==> config.mk <==
export PLATFORM = sky130hd
export DESIGN_NAME = h264_sps_header_parser
export DESIGN_NICKNAME = d
export VERILOG_FILES = /design/src/sps_pkg.sv /design/src/sps_datapath.sv /design/src/sps_ctrl.sv /design/src/h264_sps_header_parser.sv
export SDC_FILE = /design/constraint.sdc
export NUM_CORES = 1
export LEC_CHECK = 0
export BUFFER_PORTS_ARGS = -buffer_cell sky130_fd_sc_hd__buf_2
export CORE_ASPECT_RATIO = 0.75
export CORE_MARGIN = 3
export CORE_UTILIZATION = 34
export DETAILED_ROUTE_END_ITERATION = 10
export GPL_TIMING_DRIVEN = 0
export PLACE_DENSITY_LB_ADDON = 0.1
export SLEW_MARGIN = 20
export SYNTH_ARGS = -nofsm -noshare
export SYNTH_HDL_FRONTEND = slang
export SYNTH_SLANG_ARGS = --single-unit
==> constraint.sdc <==
create_clock -name i_clk -period 10.1 [get_ports i_clk]
set_input_delay 2.02 -clock i_clk [delete_from_list [all_inputs] [get_ports i_clk]]
set_output_delay 2.02 -clock i_clk [all_outputs]
set_load 0.02 [all_outputs]
==> src/sps_pkg.sv <==
// shared types, constants and syntax tables of the sps header parser
`timescale 1ns / 1ps
package sps_pkg;

    localparam int GOLOMB_MAX_BITS  = 32;
    localparam int DIM_BITS         = 16;
    localparam int MAX_CYCLE_FRAMES = 255;
    localparam int DIM_MAX_MBS      = (1 << (DIM_BITS - 4)) - 2;
    localparam int DIM_LIMIT        = (1 << DIM_BITS) - 1;

    typedef enum logic [5:0] {
        SX_HDR = 6'd0, SX_PROFILE = 6'd1, SX_CONSTR = 6'd2, SX_LEVEL = 6'd3,
        SX_SPSID = 6'd4, SX_CHROMA = 6'd5, SX_SEP = 6'd6, SX_DEPTHL = 6'd7,
        SX_DEPTHC = 6'd8, SX_BYPASS = 6'd9, SX_SMPRES = 6'd10, SX_LISTPRES = 6'd11,
        SX_DELTA = 6'd12, SX_FNUM = 6'd13, SX_POCT = 6'd14, SX_POCLSB = 6'd15,
        SX_DPZ = 6'd16, SX_OFFNR = 6'd17, SX_OFFTB = 6'd18, SX_NCYC = 6'd19,
        SX_OFFREF = 6'd20, SX_MAXREF = 6'd21, SX_GAPS = 6'd22, SX_WIDTH = 6'd23,
        SX_HEIGHT = 6'd24, SX_FMO = 6'd25, SX_MBAFF = 6'd26, SX_D8 = 6'd27,
        SX_CROPF = 6'd28, SX_CROP0 = 6'd29, SX_CROP1 = 6'd30, SX_CROP2 = 6'd31,
        SX_CROP3 = 6'd32, SX_VUI = 6'd33, SX_DONE = 6'd34
    } t_step;

    typedef enum logic [1:0] {
        KIND_FIXED = 2'd0, KIND_UE = 2'd1, KIND_SE = 2'd2
    } t_kind;

    localparam logic [1:0] STAT_OK    = 2'd0;
    localparam logic [1:0] STAT_TRUNC = 2'd1;
    localparam logic [1:0] STAT_RANGE = 2'd2;

    typedef struct packed {
        logic load_byte;
        logic step_bit;
        logic emit_trunc;
        logic clear_unit;
    } t_dp_cmd;

    typedef struct packed {
        logic hit;
        logic finished;
    } t_dp_stat;

    typedef struct packed {
        logic [7:0]  profile;
        logic [7:0]  level;
        logic [4:0]  set_id;
        logic [1:0]  chroma_format;
        logic [2:0]  luma_depth_minus8;
        logic [3:0]  frame_num_bits_minus4;
        logic [1:0]  order_count_type;
        logic [4:0]  max_ref_frames;
        logic        frames_only;
        logic [15:0] width_samples;
        logic [15:0] height_samples;
        logic [1:0]  status;
    } t_result;

    function automatic t_kind step_kind(input t_step s);
        t_kind k;
        case (s)
            SX_SPSID, SX_CHROMA, SX_DEPTHL, SX_DEPTHC, SX_FNUM, SX_POCT,
            SX_POCLSB, SX_NCYC, SX_MAXREF, SX_WIDTH, SX_HEIGHT,
            SX_CROP0, SX_CROP1, SX_CROP2, SX_CROP3: k = KIND_UE;
            SX_DELTA, SX_OFFNR, SX_OFFTB, SX_OFFREF: k = KIND_SE;
            default: k = KIND_FIXED;
        endcase
        return k;
    endfunction

    function automatic logic [5:0] step_width(input t_step s);
        logic [5:0] w;
        case (s)
            SX_HDR, SX_PROFILE, SX_CONSTR, SX_LEVEL: w = 6'd8;
            SX_SEP, SX_BYPASS, SX_SMPRES, SX_LISTPRES, SX_DPZ, SX_GAPS, SX_FMO,
            SX_MBAFF, SX_D8, SX_CROPF, SX_VUI, SX_DONE: w = 6'd1;
            default: w = 6'd0;
        endcase
        return w;
    endfunction

    function automatic logic high_profile(input logic [7:0] p);
        return p == 8'd100 || p == 8'd110 || p == 8'd122 || p == 8'd244 ||
               p == 8'd44 || p == 8'd83 || p == 8'd86 || p == 8'd118 ||
               p == 8'd128 || p == 8'd138 || p == 8'd139 || p == 8'd134 ||
               p == 8'd135;
    endfunction

endpackage

==> src/sps_datapath.sv <==
// bit-serial syntax datapath: field capture, exp-golomb decode, crop arithmetic
`timescale 1ns / 1ps
module sps_datapath (
    input  logic             i_clk,
    input  logic             i_rst_n,
    input  sps_pkg::t_dp_cmd i_cmd,
    input  logic [7:0]       i_byte,
    output sps_pkg::t_dp_stat o_stat,
    output sps_pkg::t_result o_result
);
    logic [7:0]      r_byte;
    sps_pkg::t_step  r_step, n_step;
    logic [5:0]      r_zero, n_zero;
    logic [32:0]     r_code, n_code;
    logic [5:0]      r_bl, n_bl;
    logic [3:0]      r_li, n_li;
    logic [6:0]      r_ei, n_ei;
    logic [7:0]      r_prev, n_prev;
    logic [7:0]      r_cyc, n_cyc;
    logic [11:0]     r_wmb, n_wmb;
    logic [11:0]     r_hun, n_hun;
    logic [15:0]     r_crop [4];
    logic [15:0]     n_crop [4];
    logic            r_sep, n_sep;
    logic            r_fin, n_fin;
    sps_pkg::t_result r_cap, n_cap;
    sps_pkg::t_result r_out, n_out;

    logic            hit;
    logic [1:0]      hit_stat;
    logic            dims_ok;
    logic [15:0]     dim_w, dim_h;

    // cropped dimensions from the registered state
    always_comb begin
        logic [1:0]  cat;
        logic [17:0] fw, fh, base;
        logic [16:0] sw, sh;
        logic [18:0] cw, ch;
        cat  = r_sep ? 2'd0 : r_cap.chroma_format;
        fw   = {1'b0, (13'(r_wmb) + 13'd1), 4'b0};
        base = {1'b0, (13'(r_hun) + 13'd1), 4'b0};
        fh   = r_cap.frames_only ? base : (base << 1);
        sw   = 17'(r_crop[0]) + 17'(r_crop[1]);
        sh   = 17'(r_crop[2]) + 17'(r_crop[3]);
        cw   = (cat == 2'd1 || cat == 2'd2) ? (19'(sw) << 1) : 19'(sw);
        ch   = 19'(sh) << ((cat == 2'd1 ? 1 : 0) + (r_cap.frames_only ? 0 : 1));
        dims_ok = (fh <= 18'(sps_pkg::DIM_LIMIT)) && (cw < 19'(fw)) && (ch < 19'(fh));
        dim_w   = 16'(19'(fw) - cw);
        dim_h   = 16'(19'(fh) - ch);
    end

    always_comb begin
        sps_pkg::t_kind kind;
        logic           b, go, neg, ent;
        logic [32:0]    sh, gv, v;
        logic [5:0]     bl;
        sps_pkg::t_step es;
        logic [7:0]     ns;
        logic [3:0]     li1;
        logic [6:0]     ei1;
        logic [7:0]     cy;
        n_step = r_step; n_zero = r_zero; n_code = r_code; n_bl = r_bl;
        n_li = r_li; n_ei = r_ei; n_prev = r_prev; n_cyc = r_cyc;
        n_wmb = r_wmb; n_hun = r_hun; n_crop = r_crop; n_sep = r_sep;
        n_fin = r_fin; n_cap = r_cap;
        hit = 1'b0; hit_stat = sps_pkg::STAT_OK;
        go = 1'b0; neg = 1'b0; ent = 1'b0; es = sps_pkg::SX_DONE;
        v = '0; gv = '0; ns = '0; li1 = '0; ei1 = '0; cy = '0;
        kind = sps_pkg::step_kind(r_step);
        b  = r_byte[7];
        sh = {r_code[31:0], b};
        bl = r_bl - 6'(r_bl != 6'd0);
        if (i_cmd.step_bit && !r_fin && r_step != sps_pkg::SX_DONE) begin
            if (kind == sps_pkg::KIND_FIXED) begin
                n_code = sh; n_bl = bl;
                if (bl == 6'd0) begin go = 1'b1; v = sh; end
            end else begin
                if (r_bl != 6'd0) begin
                    if (bl != 6'd0) begin n_code = sh; n_bl = bl; end
                    else begin go = 1'b1; gv = sh - 33'd1; end
                end else if (!b) begin
                    if (r_zero >= 6'(sps_pkg::GOLOMB_MAX_BITS)) begin
                        hit = 1'b1; hit_stat = sps_pkg::STAT_RANGE;
                    end else n_zero = r_zero + 6'd1;
                end else if (r_zero != 6'd0) begin
                    n_bl = r_zero; n_code = 33'd1;
                end else begin
                    go = 1'b1; gv = '0;
                end
                if (kind == sps_pkg::KIND_SE) begin
                    if (gv[0]) v = (gv + 33'd1) >> 1;
                    else begin v = gv >> 1; neg = 1'b1; end
                end else v = gv;
            end
        end
        li1 = r_li + 4'd1;
        if (go) begin
            ent = 1'b1;
            case (r_step)
                sps_pkg::SX_HDR:    es = sps_pkg::SX_PROFILE;
                sps_pkg::SX_PROFILE: begin n_cap.profile = v[7:0]; es = sps_pkg::SX_CONSTR; end
                sps_pkg::SX_CONSTR: es = sps_pkg::SX_LEVEL;
                sps_pkg::SX_LEVEL:  begin n_cap.level = v[7:0]; es = sps_pkg::SX_SPSID; end
                sps_pkg::SX_SPSID: begin
                    if (v > 33'd31) ent = 1'b0;
                    else begin
                        n_cap.set_id = v[4:0];
                        es = sps_pkg::high_profile(r_cap.profile) ? sps_pkg::SX_CHROMA
                                                                   : sps_pkg::SX_FNUM;
                    end
                end
                sps_pkg::SX_CHROMA: begin
                    if (v > 33'd3) ent = 1'b0;
                    else begin
                        n_cap.chroma_format = v[1:0];
                        es = (v == 33'd3) ? sps_pkg::SX_SEP : sps_pkg::SX_DEPTHL;
                    end
                end
                sps_pkg::SX_SEP: begin n_sep = v[0]; es = sps_pkg::SX_DEPTHL; end
                sps_pkg::SX_DEPTHL: begin
                    if (v > 33'd6) ent = 1'b0;
                    else begin n_cap.luma_depth_minus8 = v[2:0]; es = sps_pkg::SX_DEPTHC; end
                end
                sps_pkg::SX_DEPTHC: begin
                    if (v > 33'd6) ent = 1'b0; else es = sps_pkg::SX_BYPASS;
                end
                sps_pkg::SX_BYPASS: es = sps_pkg::SX_SMPRES;
                sps_pkg::SX_SMPRES: begin
                    n_li = '0;
                    es = v[0] ? sps_pkg::SX_LISTPRES : sps_pkg::SX_FNUM;
                end
                sps_pkg::SX_LISTPRES: begin
                    if (v[0]) begin
                        n_ei = '0; n_prev = 8'd8; es = sps_pkg::SX_DELTA;
                    end else begin
                        n_li = li1;
                        es = (li1 >= ((r_cap.chroma_format != 2'd3) ? 4'd8 : 4'd12))
                             ? sps_pkg::SX_FNUM : sps_pkg::SX_LISTPRES;
                    end
                end
                sps_pkg::SX_DELTA: begin
                    if (neg ? (v > 33'd128) : (v > 33'd127)) ent = 1'b0;
                    else begin
                        ns  = neg ? (r_prev - v[7:0]) : (r_prev + v[7:0]);
                        ei1 = r_ei + 7'd1;
                        if (ns != 8'd0) n_prev = ns;
                        n_ei = ei1;
                        if (ei1 >= ((r_li < 4'd6) ? 7'd16 : 7'd64) || ns == 8'd0) begin
                            n_li = li1;
                            es = (li1 >= ((r_cap.chroma_format != 2'd3) ? 4'd8 : 4'd12))
                                 ? sps_pkg::SX_FNUM : sps_pkg::SX_LISTPRES;
                        end else es = sps_pkg::SX_DELTA;
                    end
                end
                sps_pkg::SX_FNUM: begin
                    if (v > 33'd12) ent = 1'b0;
                    else begin n_cap.frame_num_bits_minus4 = v[3:0]; es = sps_pkg::SX_POCT; end
                end
                sps_pkg::SX_POCT: begin
                    if (v > 33'd2) ent = 1'b0;
                    else begin
                        n_cap.order_count_type = v[1:0];
                        es = (v == 33'd0) ? sps_pkg::SX_POCLSB :
                             (v == 33'd1) ? sps_pkg::SX_DPZ : sps_pkg::SX_MAXREF;
                    end
                end
                sps_pkg::SX_POCLSB: begin
                    if (v > 33'd12) ent = 1'b0; else es = sps_pkg::SX_MAXREF;
                end
                sps_pkg::SX_DPZ:   es = sps_pkg::SX_OFFNR;
                sps_pkg::SX_OFFNR: es = sps_pkg::SX_OFFTB;
                sps_pkg::SX_OFFTB: es = sps_pkg::SX_NCYC;
                sps_pkg::SX_NCYC: begin
                    if (v > 33'(sps_pkg::MAX_CYCLE_FRAMES)) ent = 1'b0;
                    else begin
                        n_cyc = v[7:0];
                        es = (v == 33'd0) ? sps_pkg::SX_MAXREF : sps_pkg::SX_OFFREF;
                    end
                end
                sps_pkg::SX_OFFREF: begin
                    cy = (r_cyc != 8'd0) ? (r_cyc - 8'd1) : r_cyc;
                    n_cyc = cy;
                    es = (cy == 8'd0) ? sps_pkg::SX_MAXREF : sps_pkg::SX_OFFREF;
                end
                sps_pkg::SX_MAXREF: begin
                    if (v > 33'd16) ent = 1'b0;
                    else begin n_cap.max_ref_frames = v[4:0]; es = sps_pkg::SX_GAPS; end
                end
                sps_pkg::SX_GAPS: es = sps_pkg::SX_WIDTH;
                sps_pkg::SX_WIDTH: begin
                    if (v > 33'(sps_pkg::DIM_MAX_MBS)) ent = 1'b0;
                    else begin n_wmb = v[11:0]; es = sps_pkg::SX_HEIGHT; end
                end
                sps_pkg::SX_HEIGHT: begin
                    if (v > 33'(sps_pkg::DIM_MAX_MBS)) ent = 1'b0;
                    else begin n_hun = v[11:0]; es = sps_pkg::SX_FMO; end
                end
                sps_pkg::SX_FMO: begin
                    n_cap.frames_only = v[0];
                    es = v[0] ? sps_pkg::SX_D8 : sps_pkg::SX_MBAFF;
                end
                sps_pkg::SX_MBAFF: es = sps_pkg::SX_D8;
                sps_pkg::SX_D8:    es = sps_pkg::SX_CROPF;
                sps_pkg::SX_CROPF: es = v[0] ? sps_pkg::SX_CROP0 : sps_pkg::SX_VUI;
                sps_pkg::SX_CROP0: begin
                    if (v > 33'hFFFF) ent = 1'b0;
                    else begin n_crop[0] = v[15:0]; es = sps_pkg::SX_CROP1; end
                end
                sps_pkg::SX_CROP1: begin
                    if (v > 33'hFFFF) ent = 1'b0;
                    else begin n_crop[1] = v[15:0]; es = sps_pkg::SX_CROP2; end
                end
                sps_pkg::SX_CROP2: begin
                    if (v > 33'hFFFF) ent = 1'b0;
                    else begin n_crop[2] = v[15:0]; es = sps_pkg::SX_CROP3; end
                end
                sps_pkg::SX_CROP3: begin
                    if (v > 33'hFFFF) ent = 1'b0;
                    else begin n_crop[3] = v[15:0]; es = sps_pkg::SX_VUI; end
                end
                sps_pkg::SX_VUI: begin
                    es = sps_pkg::SX_DONE; hit = 1'b1;
                    hit_stat = dims_ok ? sps_pkg::STAT_OK : sps_pkg::STAT_RANGE;
                end
                default: es = sps_pkg::SX_DONE;
            endcase
            // a failed range check stops the unit with an error word
            if (!ent) begin hit = 1'b1; hit_stat = sps_pkg::STAT_RANGE; end
        end
        if (ent) begin
            n_step = es; n_zero = '0; n_code = '0; n_bl = sps_pkg::step_width(es);
        end
        if (hit) n_fin = 1'b1;
    end

    // result word: captured fields, dimensions only on a clean parse
    always_comb begin
        n_out = r_cap;
        n_out.width_samples  = (hit && hit_stat == sps_pkg::STAT_OK) ? dim_w : '0;
        n_out.height_samples = (hit && hit_stat == sps_pkg::STAT_OK) ? dim_h : '0;
        n_out.status         = hit ? hit_stat : sps_pkg::STAT_TRUNC;
    end

    always_ff @(posedge i_clk) begin
        if (i_cmd.load_byte) r_byte <= i_byte;
        else if (i_cmd.step_bit) r_byte <= {r_byte[6:0], 1'b0};
        if (!i_rst_n || i_cmd.clear_unit) begin
            r_step <= sps_pkg::SX_HDR; r_zero <= '0; r_code <= '0;
            r_bl <= sps_pkg::step_width(sps_pkg::SX_HDR);
            r_li <= '0; r_ei <= '0; r_prev <= 8'd8; r_cyc <= '0;
            r_wmb <= '0; r_hun <= '0; r_sep <= 1'b0; r_fin <= 1'b0;
            for (int i = 0; i < 4; i++) r_crop[i] <= '0;
            r_cap <= '{chroma_format: 2'd1, default: '0};
        end else begin
            r_step <= n_step; r_zero <= n_zero; r_code <= n_code; r_bl <= n_bl;
            r_li <= n_li; r_ei <= n_ei; r_prev <= n_prev; r_cyc <= n_cyc;
            r_wmb <= n_wmb; r_hun <= n_hun; r_crop <= n_crop; r_sep <= n_sep;
            r_fin <= n_fin; r_cap <= n_cap;
        end
        if (hit || (i_cmd.emit_trunc && !r_fin)) r_out <= n_out;
    end

    assign o_stat.hit      = hit;
    assign o_stat.finished = r_fin;
    assign o_result        = r_out;

endmodule

==> src/sps_ctrl.sv <==
// byte sequencer and output handshake control
`timescale 1ns / 1ps
module sps_ctrl (
    input  logic              i_clk,
    input  logic              i_rst_n,
    input  logic              i_tvalid,
    output logic              o_tready,
    input  logic              i_tlast,
    output logic              o_tvalid,
    input  logic              i_tready,
    output sps_pkg::t_dp_cmd  o_cmd,
    input  sps_pkg::t_dp_stat i_stat
);
    typedef enum logic [2:0] {
        S_IDLE  = 3'b001,
        S_SHIFT = 3'b010,
        S_FINAL = 3'b100
    } t_state;

    t_state     r_state, n_state;
    logic [2:0] r_cnt, n_cnt;
    logic       r_last, n_last;
    logic       r_out_valid, n_out_valid;
    logic       accept;

    assign o_tready = (r_state == S_IDLE) && (!r_out_valid || i_stat.finished);
    assign accept   = i_tvalid && o_tready;
    assign o_tvalid = r_out_valid;

    always_comb begin
        n_state = r_state; n_cnt = r_cnt; n_last = r_last;
        n_out_valid = r_out_valid && !i_tready;
        o_cmd = '0;
        case (r_state)
            S_IDLE: begin
                if (accept) begin
                    o_cmd.load_byte = 1'b1;
                    n_last = i_tlast; n_cnt = '0; n_state = S_SHIFT;
                end
            end
            S_SHIFT: begin
                o_cmd.step_bit = 1'b1;
                n_cnt = r_cnt + 3'd1;
                if (r_cnt == 3'd7) n_state = S_FINAL;
                if (i_stat.hit) n_out_valid = 1'b1;
            end
            S_FINAL: begin
                if (r_last) begin
                    o_cmd.clear_unit = 1'b1;
                    if (!i_stat.finished) begin
                        o_cmd.emit_trunc = 1'b1; n_out_valid = 1'b1;
                    end
                end
                n_state = S_IDLE;
            end
            default: n_state = S_IDLE;
        endcase
    end

    always_ff @(posedge i_clk) begin
        if (!i_rst_n) begin
            r_state <= S_IDLE; r_cnt <= '0; r_last <= 1'b0; r_out_valid <= 1'b0;
        end else begin
            r_state <= n_state; r_cnt <= n_cnt; r_last <= n_last;
            r_out_valid <= n_out_valid;
        end
    end

    a_hit_in_shift: assert property (@(posedge i_clk) disable iff (!i_rst_n)
        i_stat.hit |-> r_state == S_SHIFT) else $error("result outside bit phase");
    a_hit_out_free: assert property (@(posedge i_clk) disable iff (!i_rst_n)
        i_stat.hit |-> !r_out_valid) else $error("result while output full");
    a_accept_shift: assert property (@(posedge i_clk) disable iff (!i_rst_n)
        accept |=> r_state == S_SHIFT && r_cnt == 3'd0) else $error("byte not shifted");
    a_final_after: assert property (@(posedge i_clk) disable iff (!i_rst_n)
        (r_state == S_SHIFT && r_cnt == 3'd7) |=> r_state == S_FINAL)
        else $error("bit count lost");

endmodule

==> src/h264_sps_header_parser.sv <==
// top level of the h.264 sequence parameter set header parser
`timescale 1ns / 1ps
// channel   direction  tdata                               tlast
// s_axis    in         [7:0] data_byte                     last_byte
// m_axis    out        profile..status, 72 bits (below)    -
//
// each byte is accepted, run through eight bit steps of the
// shared exp-golomb / fixed-field shifter, then closed in a final state
// at most one result per unit; bytes after it are still taken while the
// result word waits, until the last byte of the unit clears the parse state
// reset is synchronous, active low, and leaves the parser at the header byte
module h264_sps_header_parser (
    input  logic        i_clk,
    input  logic        i_rst_n,
    input  logic        s_axis_tvalid,
    output logic        s_axis_tready,
    input  logic [7:0]  s_axis_tdata,   // [7:0] data_byte
    input  logic        s_axis_tlast,   // last_byte
    output logic        m_axis_tvalid,
    input  logic        m_axis_tready,
    // [7:0] profile, [15:8] level, [20:16] set_id, [22:21] chroma_format,
    // [25:23] luma_depth_minus8, [29:26] frame_num_bits_minus4,
    // [31:30] order_count_type, [36:32] max_ref_frames, [37] frames_only,
    // [53:38] width_samples, [69:54] height_samples, [71:70] status
    output logic [71:0] m_axis_tdata
);
    sps_pkg::t_dp_cmd  cmd;
    sps_pkg::t_dp_stat stat;
    sps_pkg::t_result  res;

    // byte sequencing and handshakes
    sps_ctrl u_ctrl (
        .i_clk    (i_clk),
        .i_rst_n  (i_rst_n),
        .i_tvalid (s_axis_tvalid),
        .o_tready (s_axis_tready),
        .i_tlast  (s_axis_tlast),
        .o_tvalid (m_axis_tvalid),
        .i_tready (m_axis_tready),
        .o_cmd    (cmd),
        .i_stat   (stat)
    );

    // syntax walk, captured fields and result word register
    sps_datapath u_dp (
        .i_clk    (i_clk),
        .i_rst_n  (i_rst_n),
        .i_cmd    (cmd),
        .i_byte   (s_axis_tdata),
        .o_stat   (stat),
        .o_result (res)
    );

    // pack the result word, first field lowest
    assign m_axis_tdata = {res.status, res.height_samples, res.width_samples,
                           res.frames_only, res.max_ref_frames, res.order_count_type,
                           res.frame_num_bits_minus4, res.luma_depth_minus8,
                           res.chroma_format, res.set_id, res.level, res.profile};

endmodule

==> results by group <==
Worst setup path
  • Crit-path max FO: 10
  • Worst path slowest cell: or4b_2
  • Crit path DAT: 10.28 ns
  • Crit path max-delay family: simple AND/OR/NAND/NOR gates
  • Critical path class: reg2reg
  • Endpoint type of the worst setup path: flop
  • Most used cell, CP: ha_1
  • Startpoint types: flop
  • Worst path max stage delay: 0.67 ns
  • CP Data Required Time: 10.56 ns
  • Buffers plus inverters on the worst setup path: 6

CTS
  • Clock Sinks: 295
  • H-tree Lvls: 2
  • Clock transition at the registers of the reported paths: 0.06 ns
  • Maximum clock insertion buffer count: 3
  • CTS tree: done
  • Skew-Pair Late Insertion Delay: 0.57 ns
  • Root Driver: clkbuf_16
  • Num CTS Buffers: 36
  • Post-CTS Hold Buffers: 0

Floorplanning
  • Area of the core: 63,900 um^2
  • Die W: 300 um
  • Starting Density: 34.5%
  • I/O pin cnt: 87
  • Die ar.: 68,000 um^2
  • Die height: 227 um
  • Core Rows: 80

Flow run
  • Max Cap Viol: 0

STA
  • RSZ-0062 raised after global routing: true
  • Fmax achieved: 102 MHz
  • Slew Limit Fails: 0
  • Final Skew: 0.0214 ns
  • Final setup violation count: 0
  • Slew margin rel.: 11.5%
  • Final min period: 9.82 ns
  • Final Cycle Share: 97.2%
  • Final Hold Viols: 0
  • Worst-Margin Slew: 1.32 ns

Placed design
  • I/O Buffers: 86
  • Final GP Congestion: 1.00
  • Placed Area: 23,800 um^2
  • Post-DP HPWL: 69,500 um

Synth
  • Ys async rst share: 0%
  • Avg Synthesized Cell Area: 7.84 um^2
  • Syn Inst Count: 2,815
  • Ys Warns: 0
  • Syn Nets: 2,951
  • Post-synth EDFFs: 80
  • Post-synthesis sequential area ratio: 30.4%
  • Synth Register Bits: 295
  • Top FF cell, synth: dfxtp_1
  • Yosys cell types: 97
  • Syn Std Cell Area: 22,100 um^2

Layout
  • Share of cells above drive strength 1: 9.27%
  • Ant diodes: 0
  • Finished Cell Area: 25,400 um^2
  • Most common cell after layout, fill and taps aside: nor2_1
  • Layout net count: 3,095
  • Most frequent cells in the layout: nor2_1 (362), nand2_1 (273), dfxtp_1 (215), a21oi_1 (211), clkbuf_1 (135)
  • Synth-to-Final Area Change: 15.2%
  • Final core utilization: 39.8%

Detailed routing
  • Pre-Repair DR Iteration Count: 9
  • Avg WL per Cell: 22.9 um
  • Drt drc: 0
  • DRT antenna net count: 0
  • Initial drt markers: 2,305
  • Drt via density: 5.82
  • Via count: 22,407
  • Final WL: 88,100 um

Power
  • P_leak: 0.00929 uW
  • PD cells: 111 nW/um^2
  • Max VDD drop: 0.0000922 V

Outcome
  • Status: complete, no violations

Hold path
  • HP Class: reg2reg

Global routing
  • First-pass GRT wire length: 132,000 um
  • Largest net degree at the start of global routing: 26
  • Antenna violations before repair: 3
  • Vias in the first global route: 20,735
  • Total track usage: 25.3%
  • Overflow after GRT: 0
## worst register-to-register path, delay by kind of cell (launching register included)
family / cells / cell delay, ns
compound gates: 11 / 2.34
buf+inv: 6 / 1.04
xor+xnor: 4 / 0.77
flops: 1 / 0.39
fa+ha+maj: 6 / 1.53
simple gates: 14 / 3.67
## layout make-up
cell class / instances / area (um^2)
plain buffers: 151 / 607
clock buffers: 42 / 955
clock inverters: 24 / 349
fillers: 6717 / 38400
inverters: 126 / 477
multi-input cells: 2240 / 14500
flip-flops and latches: 295 / 6710
well taps: 861 / 1080
repair buffers: 109 / 698
## report_power, final
| part | switching [uW] | internal [uW] | leakage [uW] |
|---|---|---|---|
| Clock | 573 | 870 | 0.000627 |
| Sequential | 3.10 | 1210 | 0.00233 |
| Combinational | 122 | 47.6 | 0.00633 |
| Total | 698 | 2130 | 0.00929 |
## cell families (layout without fill, tap and decap cells)
| family | Yosys count | after routing | synth area share (%) |
|---|---|---|---|
| and+or+nand+nor | 1182 | 1182 | 26.3 |
| AOI/OAI and AO/OA | 672 | 672 | 20.0 |
| DFF | 295 | 295 | 30.4 |
| buffers and inverters | 280 | 452 | 4.82 |
| muxes | 134 | 134 | 6.19 |
| xor gates and xnor gates | 129 | 129 | 5.12 |
| adders and majority gates | 123 | 123 | 7.08 |
## routing by layer
metal,wire [um],up-vias,global-route usage [%]
met5,0,-,0
met4,1720,0,5.54
met3,7780,113,4.59
met2,32700,944,33.6
met1,45900,10873,41.1
li1,-,10477,-
## synthesized netlist by cell type (all sizes together) (14+ instances only)
cell type	number	share of area [%]
nor3b	14	0.50
nand3	105	2.4
nand4	46	1.3
nor3	87	2.0
clkbuf	141	2.4
o211ai	19	0.65
nor2b	27	0.77
ha	120	6.8
xor2	44	1.7
nand2b	35	0.99
o21bai	31	1.1
or4	20	0.71
nand3b	14	0.48
o21ai	117	2.7
inv	121	2.1
nand2	275	4.7
nor4	41	1.3
a211oi	31	1.1
o22ai	16	0.45
a21oi	216	5.0
or2	15	0.43
and2	36	1.0
xnor2	85	3.4
a31oi	35	0.99
a21o	37	1.3
dfxtp	215	20
mux2i	124	5.6
nor2	364	6.2
edfxtp	80	11
or3	28	0.79
and3	34	0.96
o21a	24	0.82
## path summary, 6_finish.rpt
kind | start | end | slack, ns | cells after the start
setup / recovery | u_dp.r_bl[2] | u_dp.r_bl[0] | 0.28 | 41
hold / removal | u_dp.n_out[34] | u_dp.o_result[34] | 0.43 | 0
setup reg to reg | u_dp.r_bl[2] | u_dp.r_bl[0] | 0.28 | 41
hold reg to reg | u_dp.n_out[34] | u_dp.o_result[34] | 0.43 | 0
## per-stage QoR
step	TNS [ns]	hold WS [ns]	power (uW)	setup slack, ns	cells
floorplan	0	0.406	1350	0.589	2815
global placement	-563.87	0.412	1400	-5.09	3762
detailed placement	-291.25	0.414	1410	-2.71	3773
CTS	0	0.428	2860	0.0199	3843
global route	-0.184	0.444	2920	-0.184	3848
finish	0	0.428	2830	0.279	3848
## timing repair
action,4_1_cts,5_1_grt
pin swaps,3,5
endpoints found under the setup margin,274,63
buffers inserted,6,5
gates resized for setup,41,21
## sequential cells by signal, indices dropped and copies added (netlist names), 4 cells and up, named ones only
name	cells
u_dp.r_hun	12
u_dp.r_zero	6
u_dp.r_code	32
u_dp.r_wmb	12
u_dp.r_prev	8
u_dp.r_li	4
u_dp.r_byte	8
u_dp.r_ei	7
u_dp.o_result	72
u_dp.n_out	38
u_dp.r_bl	6
u_dp.r_cyc	8
u_dp.r_crop	64
u_dp.r_step	6
(Power assumes the default switching activity.)
